## src/sv/hse_pkg.sv

```systemverilog
`default_nettype none

package hse_pkg;

  // Store depth and derived widths.
  localparam int CAPACITY = 64;
  localparam int ADDR_W   = $clog2(CAPACITY);
  localparam int CNT_W    = $clog2(CAPACITY + 1);
  localparam int IDX_W    = ADDR_W + 2;
  localparam int DATA_W   = 32;

  // One request on the input channel.
  typedef struct packed {
    logic signed [DATA_W-1:0] value;
    logic                     last;
  } item_t;

  // One request on the output channel.
  typedef struct packed {
    logic signed [DATA_W-1:0] sorted_value;
    logic                     run_end;
    logic                     overflow;
  } result_t;

  // Sequencer states.
  typedef enum logic [3:0] {
    S_LOAD,
    S_FETCH,
    S_SETUP,
    S_SIFT,
    S_CMP,
    S_XREAD,
    S_XSWAP,
    S_ORD,
    S_OCAP,
    S_OWAIT
  } state_t;

  // Outcome of one sift-down comparison step.
  typedef struct packed {
    logic                     move;
    logic [ADDR_W-1:0]        top;
    logic signed [DATA_W-1:0] top_value;
  } pick_t;

  // Heap child positions, wide enough to compare against the heap limit.
  function automatic logic [IDX_W-1:0] left_child(input logic [ADDR_W-1:0] node);
    return {1'b0, node, 1'b1};
  endfunction

  function automatic logic [IDX_W-1:0] right_child(input logic [ADDR_W-1:0] node);
    return left_child(node) + IDX_W'(1);
  endfunction

endpackage

`default_nettype wire

```

## src/sv/hse_ram.sv

```systemverilog
`default_nettype none

module hse_ram #(
  parameter int  DEPTH = 64,
  parameter int  WIDTH = 32,
  localparam int AW    = $clog2(DEPTH)
) (
  input  logic             clk,
  input  logic             we,
  input  logic [AW-1:0]    waddr,
  input  logic [WIDTH-1:0] wdata,
  input  logic [AW-1:0]    raddr_a,
  input  logic [AW-1:0]    raddr_b,
  output logic [WIDTH-1:0] rdata_a,
  output logic [WIDTH-1:0] rdata_b
);

  logic [WIDTH-1:0] mem [DEPTH];

  // One write port and two registered read ports.
  always_ff @(posedge clk) begin
    if (we) begin
      mem[waddr] <= wdata;
    end
    rdata_a <= mem[raddr_a];
    rdata_b <= mem[raddr_b];
  end

endmodule

`default_nettype wire

```

## src/sv/hse_pick.sv

```systemverilog
`default_nettype none

module hse_pick import hse_pkg::*; (
  input  logic [ADDR_W-1:0]        node,
  input  logic [CNT_W-1:0]         limit,
  input  logic signed [DATA_W-1:0] cur,
  input  logic signed [DATA_W-1:0] left_value,
  input  logic signed [DATA_W-1:0] right_value,
  output pick_t                    pick
);

  logic [IDX_W-1:0] lc;
  logic [IDX_W-1:0] rc;
  logic [IDX_W-1:0] lim;

  assign lc  = left_child(node);
  assign rc  = right_child(node);
  assign lim = IDX_W'(limit);

  // Choose the largest of the held value and the children inside the heap.
  // Ties keep the earlier candidate, so a value only moves when strictly smaller.
  always_comb begin
    pick.move      = 1'b0;
    pick.top       = node;
    pick.top_value = cur;
    if (lc < lim && cur < left_value) begin
      pick.move      = 1'b1;
      pick.top       = lc[ADDR_W-1:0];
      pick.top_value = left_value;
    end
    if (rc < lim && pick.top_value < right_value) begin
      pick.move      = 1'b1;
      pick.top       = rc[ADDR_W-1:0];
      pick.top_value = right_value;
    end
  end

endmodule

`default_nettype wire

```

## src/sv/heap_sort_engine.sv

```systemverilog
// Channel | Direction | Handshake                 | Payload
// item    | in        | item_valid / item_stall   | item_t   (value, last)
// result  | out       | result_valid / result_stall | result_t (sorted_value, run_end, overflow)
//
// Loading takes one item per cycle while the store is collecting a set.
// After the last item, each sift-down level reads both children, then compares and
// writes back. Each result is then read through one read port and held while the
// output stalls.
// Reset clears the sequencer, the element count and the overflow mark; no clearing pass.
// Input is stalled from the last item until the final result has been taken.
`default_nettype none

module heap_sort_engine import hse_pkg::*; (
  input  logic    clk,
  input  logic    rst,
  input  logic    item_valid,
  output logic    item_stall,
  input  item_t   item,
  output logic    result_valid,
  input  logic    result_stall,
  output result_t result
);

  state_t                   state, state_next;
  logic [CNT_W-1:0]         cnt, cnt_next;
  logic                     ovf, ovf_next;
  logic [CNT_W-1:0]         size, size_next;
  logic [CNT_W-1:0]         k, k_next;
  logic [ADDR_W-1:0]        node, node_next;
  logic [CNT_W-1:0]         limit, limit_next;
  logic signed [DATA_W-1:0] cur, cur_next;
  logic                     building, building_next;
  logic [CNT_W-1:0]         idx, idx_next;
  result_t                  res, res_next;
  logic                     res_valid, res_valid_next;

  logic                     wr_en;
  logic [ADDR_W-1:0]        wr_addr;
  logic [DATA_W-1:0]        wr_data;
  logic [ADDR_W-1:0]        rd_addr_a;
  logic [ADDR_W-1:0]        rd_addr_b;
  logic [DATA_W-1:0]        rd_data_a;
  logic [DATA_W-1:0]        rd_data_b;
  logic [CNT_W-1:0]         n_total;
  logic [IDX_W-1:0]         lc_full;
  logic [IDX_W-1:0]         rc_full;
  pick_t                    pick;

  assign lc_full = left_child(node);
  assign rc_full = right_child(node);

  // Element store.
  hse_ram #(
    .DEPTH (CAPACITY),
    .WIDTH (DATA_W)
  ) u_ram (
    .clk     (clk),
    .we      (wr_en),
    .waddr   (wr_addr),
    .wdata   (wr_data),
    .raddr_a (rd_addr_a),
    .raddr_b (rd_addr_b),
    .rdata_a (rd_data_a),
    .rdata_b (rd_data_b)
  );

  // Sift-down comparison.
  hse_pick u_pick (
    .node        (node),
    .limit       (limit),
    .cur         (cur),
    .left_value  (rd_data_a),
    .right_value (rd_data_b),
    .pick        (pick)
  );

  // Control registers.
  always_ff @(posedge clk) begin
    if (rst) begin
      state     <= S_LOAD;
      cnt       <= '0;
      ovf       <= 1'b0;
      res_valid <= 1'b0;
    end else begin
      state     <= state_next;
      cnt       <= cnt_next;
      ovf       <= ovf_next;
      res_valid <= res_valid_next;
    end
  end

  // Working registers.
  always_ff @(posedge clk) begin
    size     <= size_next;
    k        <= k_next;
    node     <= node_next;
    limit    <= limit_next;
    cur      <= cur_next;
    building <= building_next;
    idx      <= idx_next;
    res      <= res_next;
  end

  // Sequencer: load, heap build, root extraction, read-out.
  always_comb begin
    state_next     = state;
    cnt_next       = cnt;
    ovf_next       = ovf;
    size_next      = size;
    k_next         = k;
    node_next      = node;
    limit_next     = limit;
    cur_next       = cur;
    building_next  = building;
    idx_next       = idx;
    res_next       = res;
    res_valid_next = res_valid;
    wr_en          = 1'b0;
    wr_addr        = node;
    wr_data        = cur;
    rd_addr_a      = node;
    rd_addr_b      = node;
    item_stall     = 1'b1;
    n_total        = cnt;
    unique case (state)
      S_LOAD: begin
        item_stall = 1'b0;
        if (item_valid) begin
          if (cnt < CNT_W'(CAPACITY)) begin
            wr_en   = 1'b1;
            wr_addr = cnt[ADDR_W-1:0];
            wr_data = item.value;
            n_total = cnt + CNT_W'(1);
          end else begin
            ovf_next = 1'b1;
          end
          cnt_next = n_total;
          if (item.last) begin
            cnt_next  = '0;
            size_next = n_total;
            if (n_total > CNT_W'(1)) begin
              building_next = 1'b1;
              k_next        = n_total >> 1;
              node_next     = ADDR_W'((n_total >> 1) - CNT_W'(1));
              limit_next    = n_total;
              state_next    = S_FETCH;
            end else begin
              idx_next   = '0;
              state_next = S_ORD;
            end
          end
        end
      end
      S_FETCH: begin
        rd_addr_a  = node;
        state_next = S_SETUP;
      end
      S_SETUP: begin
        cur_next   = $signed(rd_data_a);
        rd_addr_a  = lc_full[ADDR_W-1:0];
        rd_addr_b  = rc_full[ADDR_W-1:0];
        state_next = S_CMP;
      end
      S_SIFT: begin
        rd_addr_a  = lc_full[ADDR_W-1:0];
        rd_addr_b  = rc_full[ADDR_W-1:0];
        state_next = S_CMP;
      end
      S_CMP: begin
        wr_en   = 1'b1;
        wr_addr = node;
        if (pick.move) begin
          // Child moves up into the hole; the held value travels down.
          wr_data    = pick.top_value;
          node_next  = pick.top;
          state_next = S_SIFT;
        end else begin
          wr_data = cur;
          if (building) begin
            if (k > CNT_W'(1)) begin
              k_next     = k - CNT_W'(1);
              node_next  = ADDR_W'(k - CNT_W'(2));
              state_next = S_FETCH;
            end else begin
              building_next = 1'b0;
              k_next        = size;
              state_next    = S_XREAD;
            end
          end else begin
            k_next = k - CNT_W'(1);
            if (k > CNT_W'(2)) begin
              state_next = S_XREAD;
            end else begin
              idx_next   = '0;
              state_next = S_ORD;
            end
          end
        end
      end
      S_XREAD: begin
        rd_addr_a  = '0;
        rd_addr_b  = ADDR_W'(k - CNT_W'(1));
        state_next = S_XSWAP;
      end
      S_XSWAP: begin
        // Root goes to the end of the heap; the old end value sifts from the root.
        wr_en      = 1'b1;
        wr_addr    = ADDR_W'(k - CNT_W'(1));
        wr_data    = rd_data_a;
        cur_next   = $signed(rd_data_b);
        node_next  = '0;
        limit_next = k - CNT_W'(1);
        state_next = S_SIFT;
      end
      S_ORD: begin
        rd_addr_a  = idx[ADDR_W-1:0];
        state_next = S_OCAP;
      end
      S_OCAP: begin
        res_next.sorted_value = $signed(rd_data_a);
        res_next.run_end      = (idx + CNT_W'(1)) == size;
        res_next.overflow     = ovf;
        res_valid_next        = 1'b1;
        idx_next              = idx + CNT_W'(1);
        state_next            = S_OWAIT;
      end
      S_OWAIT: begin
        rd_addr_a = idx[ADDR_W-1:0];
        if (!result_stall) begin
          res_valid_next = 1'b0;
          if (res.run_end) begin
            ovf_next   = 1'b0;
            state_next = S_LOAD;
          end else begin
            state_next = S_OCAP;
          end
        end
      end
      default: begin
        state_next = S_LOAD;
      end
    endcase
  end

  assign result_valid = res_valid;
  assign result       = res;

endmodule

`default_nettype wire

```

## config.mk

```make
export PLATFORM = sky130hd
export DESIGN_NAME = heap_sort_engine
export DESIGN_NICKNAME = d
export VERILOG_FILES = /design/src/sv/hse_pkg.sv /design/src/sv/hse_ram.sv /design/src/sv/hse_pick.sv /design/src/sv/heap_sort_engine.sv
export SDC_FILE = /design/constraint.sdc
export NUM_CORES = 2
export LEC_CHECK = 0
export BUFFER_PORTS_ARGS = -buffer_cell sky130_fd_sc_hd__buf_4
export CORE_MARGIN = 2
export CORE_UTILIZATION = 35
export DETAILED_ROUTE_END_ITERATION = 16
export PLACE_DENSITY = 0.51
export SLEW_MARGIN = 40
export SYNTH_ARGS = -nofsm -noshare
export SYNTH_HDL_FRONTEND = slang
export SYNTH_SLANG_ARGS = --single-unit
```

## constraint.sdc

```tcl
create_clock -name clk -period 8.9 [get_ports clk]
set_input_delay 0.445 -clock clk [delete_from_list [all_inputs] [get_ports clk]]
set_output_delay 0.445 -clock clk [all_outputs]
set_load 0.02 [all_outputs]
```

==> out/qor.txt <==
Clock H-tree levels: 4
Post-Synthesis Cells: 10900
GPL Wtd Cong: 0.906
Initial DRC Count: 13600
Crit Path Category: reg2reg
multiplexer share of the synthesized area: 0.365%
largest net degree at the start of global routing: 182
Synth cell types: 70
clk_skew: 0.0553 ns
Syn Nets: 11000
Tot GR Track Use: 27.5%
most common cell in the netlist: nand2_1
antenna violations before repair: 18
xor and xnor area share after synthesis: 0.266%
CTS Sinks: 2226
cells along the critical path: inv_1 -> ha_1 -> nand4_1 -> or4_1 -> a21oi_2 -> nor3_1 -> nor3_2 -> buf_4 -> mux2i_1 -> ha_1 -> a21o_1 -> a21oi_1 -> nor2b_1 -> o21ai_0 -> o211ai_1 -> a221oi_2 -> and4_4 -> buf_4 -> nor3_1 -> a211oi_1 -> o22a_2 -> buf_4
top cell family by delay on the critical path: compound AO/OA/AOI/OAI gates
Crit path top cell by count: buf_4
CTS tree: done
Crit-path slowest cell: and4_4
slowest cell delay on critical path: 0.75 ns
FP Rows: 207
Worst-Margin Slew: 1.07 ns
area leader, netlist: edfxtp_1
ys async rst share: 0%
CP Capture Type: flip-flop
die width: 569 µm
via-per-instance ratio: 6.38
status: finished clean
worst hold-check path type: in2reg
fin crit share: 83.8%
Post-Route WL: 464 mm
RSZ-0062 raised after global routing: false
number of hold violations in the final report: 0
port buffer count: 72
adder-cell share of the synthesized area: 0.928%
final slew viol count: 0
Post-DP HPWL: 252 mm
data required time of the worst path: 9.65 ns
top cells by area, synth: edfxtp_1, nand2_1, a211oi_1, a311oi_1, and3_1
drt first pass iters: 13
Synth top area share: 57.7%
synthesized area: 0.112 mm²
Yosys reg bits: 2226
Synth top cells by count: nand2_1, edfxtp_1, nand3_1
Slew headroom: 28.7%
full die area: 0.324 mm²
Synth Area per Inst: 10.2 µm²
Nets: 10700
Synth Area in Simple Gates: 19.9%
DRC viols: 0
area growth from synthesis to layout: 12.8%
first-pass GRT wire length: 654 mm
Post-synth EDFFs: 2149
share of cells above drive strength 1: 8.70%
GRT overflow: 0
Final ANT Viol Nets: 0
IO Pins: 73
core area: 0.318 mm²
Max FO, Critical Path: 46
via count: 95300
Clk Latency, worst-skew pair: 0.95 ns
die height: 569 µm
CP bufs+invs: 4
Synth Area in Compound Gates: 15.2%
main combinational cell family by area after synthesis: simple AND/OR/NAND/NOR gates
startpoint types: flip-flop
TritonCTS buffer count: 244
Root Buffer: clkbuf_16
top achievable clock speed: 0.134 GHz
final setup vio count: 0
vias in the first global route: 90500
min cycle time layout: 7.45 ns
Clock transition at path regs: 0.06 ns
CTS Buffer Depth: 4
Synth Flop Type: edfxtp_1
wire per inst: 31.0 µm
warnings from Yosys: 0
Initial Util: 35.2%
Worst Path Arrival: 8.20 ns
post-synthesis sequential area ratio: 59.1%
Max-Cap Viols: 0
final setup TNS: 0 ns
-- worst reg2reg max path: stages, from the launching register on --
cell and delay (ns):
dfxtp_1 0.38, inv_1 0.09, ha_1 0.40, nand4_1 0.23
or4_1 0.64, a21oi_2 0.17, nor3_1 0.10, nor3_2 0.20
buf_4 0.40, mux2i_1 0.31, ha_1 0.28, a21o_1 0.19
a21oi_1 0.17, nor2b_1 0.07, o21ai_0 0.33, o211ai_1 0.28
a221oi_2 0.55, and4_4 0.75, buf_4 0.32, nor3_1 0.07
a211oi_1 0.26, o22a_2 0.70, buf_4 0.39
-- cell families after synthesis --
| logic type | Yosys count |
|---|---|
| compound gates | 2346 |
| buf+inv | 1128 |
| mux | 39 |
| fa+ha+maj | 83 |
| xor+xnor | 34 |
| simple gates | 5073 |
| flops | 2226 |
-- state kept, by name, indices dropped and copies added, names as in the netlist --
register       count
size               7
u_ram.rdata_b     32
u_ram.mem       2048
cnt                7
limit              7
u_ram.rdata_a     32
k                  7
idx                7
ovf                1
building           1
result            34
node               6
state              4
cur               32
result_valid       1
-- cell type report --
cell class | instances | area [µm²]
inverters | 110 | 413
flip-flops and latches | 2226 | 66100
fillers | 30000 | 192000
diodes | 6 | 15.0
clock inverters | 134 | 1360
well taps | 4180 | 5230
multi-input cells | 7575 | 42400
repair buffers | 393 | 4130
clock buffers | 314 | 6510
-- through the flow --
stage	setup slack [ns]	cell area (µm²)	hold WS [ns]	util, %	instances
2_1_floorplan	0.224	112000	0.402	-	10900
3_3_place_gp	1.30	117000	0.437	36.8	14400
3_5_place_dp	1.57	118000	0.435	37.1	14500
4_1_cts	1.53	126000	0.294	39.6	14900
5_1_grt	1.09	126000	0.348	39.7	14900
6_report	1.45	126000	0.334	39.7	14900
-- final timing paths --
| check | from | to | slack (ns) | cells past startpoint |
|---|---|---|---|---|
| min | rst | ovf | 0.33 | 3 |
| max | u_ram.rdata_a[31] | u_ram.mem[57][15] | 1.45 | 22 |
| min reg2reg | ovf | result[0] | 0.44 | 0 |
| max reg2reg | u_ram.rdata_a[31] | u_ram.mem[57][15] | 1.45 | 22 |
-- cell usage in the layout, fill, tap and decap left out, types with 15 or more instances in the layout --
cell type	netlist	layout
a211oi_1	797	797
a21oi_2	1	16
or3_1	27	26
xnor2_1	21	21
nand4_1	19	19
buf_16	0	15
o21ai_1	22	19
buf_4	28	282
buf_12	0	56
nand2_1	3207	3201
clkinv_1	0	51
nor3_2	1	29
buf_6	15	23
bufinv_16	0	28
clkbuf_16	0	245
ha_1	83	83
inv_1	110	110
nor2_4	0	66
nor2_1	150	82
a31oi_1	355	355
o21ai_0	74	74
nand3_1	849	847
clkbuf_1	683	57
dfxtp_1	77	77
clkinv_2	0	40
a311oi_4	0	21
edfxtp_1	2149	2149
a21oi_1	331	313
nor3_1	79	49
mux2i_1	25	25
a311oi_1	634	613
and3_1	705	704
a221oi_1	35	33
-- routing by layer --
| metal | up-vias | wire length [µm] | GRT usage [%] |
|---|---|---|---|
| met5 | - | 60 | 0 |
| met1 | 47500 | 184000 | 36.8 |
| li1 | 40300 | - | - |
| met3 | 1216 | 52400 | 6.02 |
| met2 | 6293 | 206000 | 43.0 |
| met4 | 10 | 20900 | 11.8 |
-- repair_timing --
action / CTS / global route
resized for setup: 0 / 0
setup buffers: 0 / 0
endpoints found under the hold margin: 13 / 0
hold buffers: 5 / 0
Power is left out: the tool's default activity adds up to more than one toggle a clock period on the data nets, which glitch-free logic cannot reach.
